**config.mk**
```make
export PLATFORM = sky130hd
export DESIGN_NAME = voltage_to_pot_tap_unit
export DESIGN_NICKNAME = d
export VERILOG_FILES = /design/src/hdl/vtp_pkg.sv /design/src/hdl/vtp_csr.sv /design/src/hdl/vtp_front.sv /design/src/hdl/vtp_div.sv /design/src/hdl/vtp_back.sv /design/src/hdl/voltage_to_pot_tap_unit.sv
export SDC_FILE = /design/constraint.sdc
export NUM_CORES = 2
export LEC_CHECK = 0
export BUFFER_PORTS_ARGS = -buffer_cell sky130_fd_sc_hd__clkbuf_2
export CAP_MARGIN = 20
export CORE_ASPECT_RATIO = 0.8
export CORE_MARGIN = 4
export CORE_UTILIZATION = 56
export CTS_CLUSTER_SIZE = 40
export DETAILED_ROUTE_END_ITERATION = 10
export PLACE_DENSITY_LB_ADDON = 0.2
export SYNTH_ARGS = -nofsm -noshare
export SYNTH_HDL_FRONTEND = slang
export SYNTH_SLANG_ARGS = --single-unit
```
**constraint.sdc**
```tcl
create_clock -name clock -period 23.2 [get_ports clock]
set_clock_uncertainty 0.1 [all_clocks]
set_input_delay 0 -clock clock [delete_from_list [all_inputs] [get_ports clock]]
set_output_delay 0 -clock clock [all_outputs]
set_load 0.01 [all_outputs]
```
**src/hdl/vtp_pkg.sv**
```systemverilog
// Shared widths, constants, register indexes and stage payload types
// for the voltage-to-tap pipeline. No dependencies.
package vtp_pkg;

   // Field and datapath widths
   localparam int unsigned CV_W       = 16;  // requested centivolts
   localparam int unsigned CVC_W      = 11;  // clamped centivolts, up to 1500
   localparam int unsigned MV_W       = 14;  // millivolts, up to 15000
   localparam int unsigned BASE_W     = 16;
   localparam int unsigned GAIN_W     = 20;
   localparam int unsigned OFF_W      = 16;
   localparam int unsigned DEN_W      = 14;  // divisor, below 16384 when valid
   localparam int unsigned GK_W       = 30;  // gain times one thousand
   localparam int unsigned NUM_W      = 29;  // rounded dividend, below 2^29 when valid
   localparam int unsigned QUO_W      = 18;  // tap in thousandths, below 2^18
   localparam int unsigned X_W        = 17;  // rounded difference ahead of /1000
   localparam int unsigned RECIP_W    = 18;
   localparam int unsigned PROD_W     = X_W + RECIP_W;
   localparam int unsigned TAP_W      = 7;
   localparam int unsigned CSR_IDX_W  = 2;
   localparam int unsigned CSR_DATA_W = 20;
   localparam int unsigned REQ_DATA_W = 16;
   localparam int unsigned RSP_DATA_W = 8;

   // Arithmetic constants
   localparam int unsigned CV_MIN      = 330;
   localparam int unsigned CV_MAX      = 1500;
   localparam int unsigned MV_PER_CV   = 10;
   localparam int unsigned TAP_MAX     = 127;
   localparam int unsigned MILLI       = 1000;
   localparam int unsigned HALF_MILLI  = 500;
   localparam int unsigned BASE_MIN    = 400;
   localparam int unsigned BASE_MAX    = 1200;
   localparam int unsigned GAIN_MIN    = 100000;
   localparam int unsigned GAIN_MAX    = 500000;
   localparam int unsigned OFFSET_MAX  = 10000;

   // Difference at which the rounded tap reaches TAP_MAX + 1
   localparam int unsigned SAT_LIMIT   = (TAP_MAX + 1) * MILLI - HALF_MILLI;
   // x / 1000 == (x * RECIP) >> RECIP_SHIFT for every x below SAT_LIMIT + HALF_MILLI
   localparam int unsigned RECIP_SHIFT = 27;
   localparam longint unsigned RECIP   = ((64'd1 << RECIP_SHIFT) + MILLI - 1) / MILLI;

   typedef enum logic [CSR_IDX_W-1:0] {
      CSR_CAL_INTACT = 2'd0,
      CSR_BASE_MV    = 2'd1,
      CSR_FIT_GAIN   = 2'd2,
      CSR_TAP_OFFSET = 2'd3
   } csr_index_type;

   typedef struct packed {
      logic              ok;
      logic [BASE_W-1:0] base;
      logic [GAIN_W-1:0] gain;
      logic [OFF_W-1:0]  offset;
   } cal_type;

   // Flags that ride along with each item
   typedef struct packed {
      logic rej;    // calibration rejected
      logic below;  // target at or below the base voltage
   } tag_type;

   typedef struct packed {
      logic [NUM_W-1:0] num;
      logic [DEN_W-1:0] den;
      tag_type          tag;
   } quot_req_type;

   typedef struct packed {
      logic [QUO_W-1:0] milli;
      tag_type          tag;
   } quot_rsp_type;

endpackage

```
**src/hdl/vtp_csr.sv**
```systemverilog
// Calibration registers and their range check.
// Depends on vtp_pkg.
module vtp_csr (
   input  logic                            clock,
   input  logic                            reset,
   input  logic                            csr_wen,
   input  logic [vtp_pkg::CSR_IDX_W-1:0]   csr_index,
   input  logic [vtp_pkg::CSR_DATA_W-1:0]  csr_wdata,
   output vtp_pkg::cal_type                cal
);

   logic                         intact_ff;
   logic [vtp_pkg::BASE_W-1:0]   base_ff;
   logic [vtp_pkg::GAIN_W-1:0]   gain_ff;
   logic [vtp_pkg::OFF_W-1:0]    offset_ff;
   logic                         ok_ff, ok_in;

   always_comb begin
      ok_in = intact_ff
         && (base_ff >= vtp_pkg::BASE_W'(vtp_pkg::BASE_MIN))
         && (base_ff <= vtp_pkg::BASE_W'(vtp_pkg::BASE_MAX))
         && (gain_ff >= vtp_pkg::GAIN_W'(vtp_pkg::GAIN_MIN))
         && (gain_ff <= vtp_pkg::GAIN_W'(vtp_pkg::GAIN_MAX))
         && (offset_ff <= vtp_pkg::OFF_W'(vtp_pkg::OFFSET_MAX));
   end

   always_ff @(posedge clock) begin
      if (reset) begin
         intact_ff <= 1'b0;
         base_ff   <= '0;
         gain_ff   <= '0;
         offset_ff <= '0;
         ok_ff     <= 1'b0;
      end else begin
         ok_ff <= ok_in;
         if (csr_wen) begin
            case (vtp_pkg::csr_index_type'(csr_index))
               vtp_pkg::CSR_CAL_INTACT: intact_ff <= csr_wdata[0];
               vtp_pkg::CSR_BASE_MV:    base_ff   <= csr_wdata[vtp_pkg::BASE_W-1:0];
               vtp_pkg::CSR_FIT_GAIN:   gain_ff   <= csr_wdata[vtp_pkg::GAIN_W-1:0];
               vtp_pkg::CSR_TAP_OFFSET: offset_ff <= csr_wdata[vtp_pkg::OFF_W-1:0];
               default: ;
            endcase
         end
      end
   end

   assign cal = '{ok: ok_ff, base: base_ff, gain: gain_ff, offset: offset_ff};

endmodule

```
**src/hdl/vtp_front.sv**
```systemverilog
// Front stages: clamp, scale to millivolts, form divisor and rounded dividend.
// Depends on vtp_pkg.
module vtp_front (
   input  logic                           clock,
   input  logic                           reset,
   input  logic                           advance,
   input  logic                           in_valid,
   input  logic [vtp_pkg::CV_W-1:0]       in_cv,
   input  vtp_pkg::cal_type               cal,
   output logic                           out_valid,
   output vtp_pkg::quot_req_type          out_req
);

   logic [vtp_pkg::CVC_W-1:0] cvc;
   logic [vtp_pkg::MV_W-1:0]  mv_in, mv_ff;
   logic [vtp_pkg::GK_W-1:0]  gk_in, gk_ff;
   logic                      v1_ff, v2_ff;
   logic [vtp_pkg::DEN_W-1:0] den_in;
   vtp_pkg::quot_req_type     req_in, req_ff;

   // Stage 1: clamp and scale
   always_comb begin
      if (in_cv < vtp_pkg::CV_W'(vtp_pkg::CV_MIN)) begin
         cvc = vtp_pkg::CVC_W'(vtp_pkg::CV_MIN);
      end else if (in_cv > vtp_pkg::CV_W'(vtp_pkg::CV_MAX)) begin
         cvc = vtp_pkg::CVC_W'(vtp_pkg::CV_MAX);
      end else begin
         cvc = in_cv[vtp_pkg::CVC_W-1:0];
      end
      mv_in = vtp_pkg::MV_W'(cvc) * vtp_pkg::MV_W'(vtp_pkg::MV_PER_CV);
      gk_in = vtp_pkg::GK_W'(cal.gain) * vtp_pkg::GK_W'(vtp_pkg::MILLI);
   end

   // Stage 2: divisor and dividend with half-divisor rounding.
   // The range check is registered behind the calibration registers, so
   // sample it here, one stage after the beat enters.
   always_comb begin
      den_in        = mv_ff - cal.base[vtp_pkg::DEN_W-1:0];
      req_in.den    = den_in;
      req_in.num    = gk_ff[vtp_pkg::NUM_W-1:0] + vtp_pkg::NUM_W'(den_in >> 1);
      req_in.tag.rej   = ~cal.ok;
      req_in.tag.below = vtp_pkg::BASE_W'(mv_ff) <= cal.base;
   end

   always_ff @(posedge clock) begin
      if (reset) begin
         v1_ff <= 1'b0;
         v2_ff <= 1'b0;
      end else if (advance) begin
         v1_ff <= in_valid;
         v2_ff <= v1_ff;
      end
   end

   always_ff @(posedge clock) begin
      if (advance) begin
         mv_ff  <= mv_in;
         gk_ff  <= gk_in;
         req_ff <= req_in;
      end
   end

   assign out_valid = v2_ff;
   assign out_req   = req_ff;

endmodule

```
**src/hdl/vtp_div.sv**
```systemverilog
// Pipelined restoring divider, one quotient bit per stage.
// Depends on vtp_pkg.
module vtp_div (
   input  logic                     clock,
   input  logic                     reset,
   input  logic                     advance,
   input  logic                     in_valid,
   input  vtp_pkg::quot_req_type    in_req,
   output logic                     out_valid,
   output vtp_pkg::quot_rsp_type    out_rsp
);

   typedef struct packed {
      logic [vtp_pkg::DEN_W-1:0] rem;
      logic [vtp_pkg::QUO_W-1:0] low;  // dividend bits not yet brought down
      logic [vtp_pkg::QUO_W-1:0] quo;
      logic [vtp_pkg::DEN_W-1:0] den;
      vtp_pkg::tag_type          tag;
   } stage_type;

   stage_type st_ff  [vtp_pkg::QUO_W];
   stage_type st_in  [vtp_pkg::QUO_W];
   logic      vld_ff [vtp_pkg::QUO_W];

   always_comb begin
      stage_type                 src;
      logic [vtp_pkg::DEN_W:0]   trial;
      logic [vtp_pkg::DEN_W+1:0] diff;
      for (int k = 0; k < vtp_pkg::QUO_W; k++) begin
         if (k == 0) begin
            // Quotient fits QUO_W bits, so the top dividend bits stay below den
            src.rem = vtp_pkg::DEN_W'(in_req.num[vtp_pkg::NUM_W-1:vtp_pkg::QUO_W]);
            src.low = in_req.num[vtp_pkg::QUO_W-1:0];
            src.quo = '0;
            src.den = in_req.den;
            src.tag = in_req.tag;
         end else begin
            src = st_ff[k-1];
         end
         trial = {src.rem, src.low[vtp_pkg::QUO_W-1]};
         diff  = {1'b0, trial} - {2'b00, src.den};
         st_in[k]     = src;
         st_in[k].low = src.low << 1;
         if (!diff[vtp_pkg::DEN_W+1]) begin
            st_in[k].rem = diff[vtp_pkg::DEN_W-1:0];
            st_in[k].quo = {src.quo[vtp_pkg::QUO_W-2:0], 1'b1};
         end else begin
            st_in[k].rem = trial[vtp_pkg::DEN_W-1:0];
            st_in[k].quo = {src.quo[vtp_pkg::QUO_W-2:0], 1'b0};
         end
      end
   end

   always_ff @(posedge clock) begin
      if (reset) begin
         for (int k = 0; k < vtp_pkg::QUO_W; k++) vld_ff[k] <= 1'b0;
      end else if (advance) begin
         vld_ff[0] <= in_valid;
         for (int k = 1; k < vtp_pkg::QUO_W; k++) vld_ff[k] <= vld_ff[k-1];
      end
   end

   always_ff @(posedge clock) begin
      if (advance) begin
         for (int k = 0; k < vtp_pkg::QUO_W; k++) st_ff[k] <= st_in[k];
      end
   end

   assign out_valid     = vld_ff[vtp_pkg::QUO_W-1];
   assign out_rsp.milli = st_ff[vtp_pkg::QUO_W-1].quo;
   assign out_rsp.tag   = st_ff[vtp_pkg::QUO_W-1].tag;

endmodule

```
**src/hdl/vtp_back.sv**
```systemverilog
// Back stages: subtract offset, round to whole taps by reciprocal, saturate.
// Depends on vtp_pkg.
module vtp_back (
   input  logic                        clock,
   input  logic                        reset,
   input  logic                        advance,
   input  logic                        in_valid,
   input  vtp_pkg::quot_rsp_type       in_rsp,
   input  logic [vtp_pkg::OFF_W-1:0]   offset,
   output logic                        out_valid,
   output logic [vtp_pkg::TAP_W-1:0]   out_tap,
   output logic                        out_status
);

   logic [vtp_pkg::QUO_W-1:0]   d;
   logic [vtp_pkg::X_W-1:0]     x_ff;
   logic                        sat_ff, sat_in;
   vtp_pkg::tag_type            taga_ff, tagb_ff;
   logic                        satb_ff;
   logic [vtp_pkg::PROD_W-1:0]  prod_ff, prod_in;
   logic [vtp_pkg::TAP_W-1:0]   tap_ff, tap_in;
   logic                        status_ff;
   logic                        va_ff, vb_ff, vc_ff;

   // Stage A: clip at zero, detect saturation, add half a tap
   always_comb begin
      if (in_rsp.milli > vtp_pkg::QUO_W'(offset)) begin
         d = in_rsp.milli - vtp_pkg::QUO_W'(offset);
      end else begin
         d = '0;
      end
      sat_in = d >= vtp_pkg::QUO_W'(vtp_pkg::SAT_LIMIT);
   end

   // Stage B: multiply by reciprocal of one thousand
   assign prod_in = vtp_pkg::PROD_W'(x_ff) * vtp_pkg::PROD_W'(vtp_pkg::RECIP);

   // Stage C: select result
   always_comb begin
      if (tagb_ff.rej) begin
         tap_in = '0;
      end else if (tagb_ff.below || satb_ff) begin
         tap_in = vtp_pkg::TAP_W'(vtp_pkg::TAP_MAX);
      end else begin
         tap_in = prod_ff[vtp_pkg::RECIP_SHIFT +: vtp_pkg::TAP_W];
      end
   end

   always_ff @(posedge clock) begin
      if (reset) begin
         va_ff <= 1'b0;
         vb_ff <= 1'b0;
         vc_ff <= 1'b0;
      end else if (advance) begin
         va_ff <= in_valid;
         vb_ff <= va_ff;
         vc_ff <= vb_ff;
      end
   end

   always_ff @(posedge clock) begin
      if (advance) begin
         x_ff      <= vtp_pkg::X_W'(d + vtp_pkg::QUO_W'(vtp_pkg::HALF_MILLI));
         sat_ff    <= sat_in;
         taga_ff   <= in_rsp.tag;
         prod_ff   <= prod_in;
         satb_ff   <= sat_ff;
         tagb_ff   <= taga_ff;
         tap_ff    <= tap_in;
         status_ff <= tagb_ff.rej;
      end
   end

   assign out_valid  = vc_ff;
   assign out_tap    = tap_ff;
   assign out_status = status_ff;

endmodule

```
**src/hdl/voltage_to_pot_tap_unit.sv**
```systemverilog
// Pipeline: 2 front stages, 18 divider stages and 3 back stages, ending in the output
// register, lie between an accepted req beat and its rsp beat.
// Throughput: one beat per cycle unless rsp stalls; the 18-stage divider sets depth.
// All stages advance together while the output register is empty or being taken.
// Reset (synchronous, active high) clears all valid bits and the calibration
// registers; the first beat may follow on the next cycle.
module voltage_to_pot_tap_unit (
   input  logic                              clock,
   input  logic                              reset,
   // Request stream
   input  logic                              req_tvalid,
   output logic                              req_tready,
   input  logic [vtp_pkg::REQ_DATA_W-1:0]    req_tdata,   // [15:0] target_centivolts
   // Result stream
   output logic                              rsp_tvalid,
   input  logic                              rsp_tready,
   output logic [vtp_pkg::RSP_DATA_W-1:0]    rsp_tdata,   // [6:0] tap_value, [7] status
   // Calibration write port
   input  logic                              csr_wen,
   input  logic [vtp_pkg::CSR_IDX_W-1:0]     csr_index,
   input  logic [vtp_pkg::CSR_DATA_W-1:0]    csr_wdata
);

   vtp_pkg::cal_type              cal;
   vtp_pkg::quot_req_type         quot_req;
   vtp_pkg::quot_rsp_type         quot_rsp;
   logic                          front_valid, div_valid;
   logic                          advance;
   logic [vtp_pkg::TAP_W-1:0]     tap;
   logic                          status;

   // Advance the whole pipe whenever the output register frees up this cycle;
   // bubbles ride along as cleared valid bits.
   assign advance    = ~rsp_tvalid | rsp_tready;
   assign req_tready = advance;

   // Hold calibration registers and the registered range check
   vtp_csr u_csr (
      .clock     (clock),
      .reset     (reset),
      .csr_wen   (csr_wen),
      .csr_index (csr_index),
      .csr_wdata (csr_wdata),
      .cal       (cal)
   );

   // Clamp the target, convert to millivolts, build dividend and divisor
   vtp_front u_front (
      .clock     (clock),
      .reset     (reset),
      .advance   (advance),
      .in_valid  (req_tvalid),
      .in_cv     (req_tdata[vtp_pkg::CV_W-1:0]),
      .cal       (cal),
      .out_valid (front_valid),
      .out_req   (quot_req)
   );

   // Divide gain*1000 (rounded) by the voltage above base, one bit per stage
   vtp_div u_div (
      .clock     (clock),
      .reset     (reset),
      .advance   (advance),
      .in_valid  (front_valid),
      .in_req    (quot_req),
      .out_valid (div_valid),
      .out_rsp   (quot_rsp)
   );

   // Drop the offset, round to taps, saturate and register the result
   vtp_back u_back (
      .clock      (clock),
      .reset      (reset),
      .advance    (advance),
      .in_valid   (div_valid),
      .in_rsp     (quot_rsp),
      .offset     (cal.offset),
      .out_valid  (rsp_tvalid),
      .out_tap    (tap),
      .out_status (status)
   );

   assign rsp_tdata = {status, tap};

endmodule

```
==> results_dict.tcl <==
set metrics [dict create \
    status "finished, final reports clean" \
    drv_slew 0 \
    post-route-util_pct 62.56 \
    finalSetupViolCount 0 \
    cts_buffer_depth 3 \
    worstPathRequired_ps 23470 \
    p_int_mw 5.625 \
    grt.overflow.total 0 \
    final_hold_viol_count 0 \
    post-place-ws_ps 17680 \
    cts_tree "done" \
    async_reset_ff_share_pct 0 \
    power_density_mw_per_mm2 151.3 \
    ys_warn_count 0 \
    drv_cap 0 \
    cts_buffers 99 \
    synth_top_cell_area_share_pct 51.82 \
    core.rowCount 101 \
    mostFrequentLayoutCells "edfxtp_1, inv_1, ha_1" \
    grt_first_pass_wirelength_mm 162.0 \
    start_kind "register" \
    first_iter_violations 2095 \
    p_sw_mw 3.356 \
    syn_nets 5125 \
    io_pins 53 \
    vias 32150 \
    critPathCaptureType "register" \
    p_seq_share_pct 33.5 \
    max_slew_margin_pct 30.09 \
    stdcell_area_sq_mm 0.05937 \
    fmax_mhz 182.5 \
    holdWs_ps 70.25 \
    dr.pass1.iters 6 \
    dieArea_sq_mm 0.1008 \
    worstPathMaxFanout 6 \
    h-tree-depth 3 \
    gp_congestion 0.8627 \
    die_h_um 284.7 \
    tightest_slew_ps 1049 \
    remaining_drc_errors 0 \
    final_common_cell "edfxtp_1" \
    ys_types 73 \
    fin_crit_sh_pct 23.62 \
    nFillCells 7279 \
    rsz0062_at_grt "no" \
    grt_pass1_vias 32000 \
    finalSetupTns_ps 0 \
    clk_pin_slew_ps 60 \
    clkPwrFrac_pct 18.2 \
    setup_ws_ps 17720 \
    synth-edff-count 925 \
    power.total_mw 8.981 \
    area_growth_syn_to_layout_pct 10.76 \
    synth-main-ff-cell "edfxtp_1" \
    cp.arrival_ps 5750 \
    antenna_found_initial 1 \
    nets 5298 \
    synth_area_leaders "edfxtp_1, ha_1, fa_1, inv_1, a21oi_1" \
    worstHoldPathType "input pin to register" \
    p_sw_share_pct 37.37 \
    post_cts_buffers 0 \
    dp_hpwl_mm 71.18 \
    synth_top_area_cell "edfxtp_1" \
    viasPerCell 5.388 \
    wirelength_mm 98.45 \
    stdcell_count 5967 \
    p_comb_share_pct 48.2 \
    vdd_drop_max_mv 0.2098 \
    syn_avg_cell_area_sq_um 12.12 \
    coreArea_sq_mm 0.09490 \
    start_util_pct 56.48 \
    dp.cells 5718 \
    clock-sinks 984 \
    drt-wirelength-per-cell_um 16.50 \
    grt_usage_pct 19.68 \
    io_buffer_count 52 \
    period_needed_ps 5480 \
    die_x_um 353.9 \
    grt_max_degree 200 \
    root_buffer "clkbuf_16" \
    synth_area_sq_mm 0.05360 \
    dpl-instance-area_sq_mm 0.05535 \
    ys_ff_latch 984 \
    drtAntennaViolNets 0 \
    p_leak_nw 25.36 \
    drive_gt1_share_pct 7.758 \
    critPathKind "register to register" \
    ys_seq_area_share_pct 54.03 \
    clock_latency_ps 670 \
    synth_cells 4422 \
]
-- power by group through the flow --
stage                     registers (mW)  logic (mW)  clock network [mW]
after floorplan                     2.91        3.45                   0
after global placement              3.04        4.22                   0
after detailed placement            3.05        4.30                   0
after CTS                           3.02        4.37                1.68
after global routing                3.07        5.02                1.76
final                               3.01        4.33                1.64
-- cells in the mapped netlist (11+ instances only) --
library cell  count
a31o_2           11
nand2b_1         46
or3_1            16
buf_2            15
a21oi_1         353
o21bai_1         23
nor3_1           91
inv_1           602
a221oi_1         14
xor2_1           98
o31a_1           13
dfxtp_1          59
mux2_2          103
ha_1            527
nand4_1          16
a211oi_1         26
a21o_1           62
and2_1           31
o22ai_1          15
o21a_1           44
nand2_1         270
xnor2_1         151
nor2_1          285
nor2b_1          66
a21boi_0         29
o211ai_1         11
a31oi_1          12
clkbuf_1         37
edfxtp_1        925
fa_1            133
nand3_1          71
mux2i_1          17
o21ai_0         134
-- repair_timing --
action                                 CTS  global route
endpoints found under the hold margin   68             0
hold buffers                            63             0
resized for setup                        0             0
-- sequential cells by signal, indices dropped and copies added (netlist names), 7 cells and up --
signal and cells:
u_front.gk_ff 26, u_back.prod_ff 7, u_csr.offset_ff 16, u_div.st_ff 788, u_div.vld_ff 18, u_csr.base_ff 16, u_csr.gain_ff 20, u_back.out_tap 7
u_back.x_ff 17, u_front.out_req 42, u_front.mv_ff 13
-- cell families after synthesis --
logic type | Yosys count | share of synthesized area [%]
other | 1 | 0.006996
flip-flops | 984 | 54.03
buffers and inverters | 659 | 4.692
AO/OA/AOI/OAI | 811 | 9.372
XOR/XNOR | 250 | 4.099
multiplexers | 120 | 2.481
adder cells (fa/ha/maj) | 660 | 17.27
AND/OR/NAND/NOR | 937 | 8.053
-- metal layers --
metal  GRT usage (%)  vias to the layer above  share of wire [%]
li1                -                    16010                  -
met4           5.758                        2                2.6
met3           2.893                      175                3.6
met1           26.08                    15440                 45
met2           33.87                      526                 49
met5               0                        -              0.013
-- worst paths after layout --
path / start / to / slack, ps / cells past startpoint
max: u_back.x_ff[6] / u_back.prod_ff[33] / 17720 / 18
min: req_tdata[5] / u_front.mv_ff[6] / 70 / 5
max reg2reg: u_back.x_ff[6] / u_back.prod_ff[33] / 17720 / 18
min reg2reg: u_div.st_ff[16][20] / u_div.st_ff[17][21] / 270 / 0
-- area by class of cell --
cell class                      instances  area [sq um]  area share, %
Antenna cell                            1         2.502       0.004215
Clock buffer                          127          2708          4.561
Clock inverter                         58         675.6          1.138
Inverter                              602          2267          3.819
Multi-Input combinational cell       2779         22130          37.27
Sequential cell                       984         28960          48.78
Tap cell                             1287          1610          2.712
Timing Repair Buffer                  129          1021          1.720
-- worst max-delay path: stages (launching register included) --
cell,delay [ps]
edfxtp_1,510
ha_1,350
ha_1,140
inv_1,50
fa_1,540
fa_1,440
fa_1,520
fa_1,550
inv_1,40
ha_1,290
a21o_1,170
a21o_1,160
a21oi_1,180
nand2b_1,80
a211oi_1,290
nor3_1,140
o31ai_1,330
a21oi_1,150
xor2_1,160
Note: power is estimated with default switching activity, not from simulation.
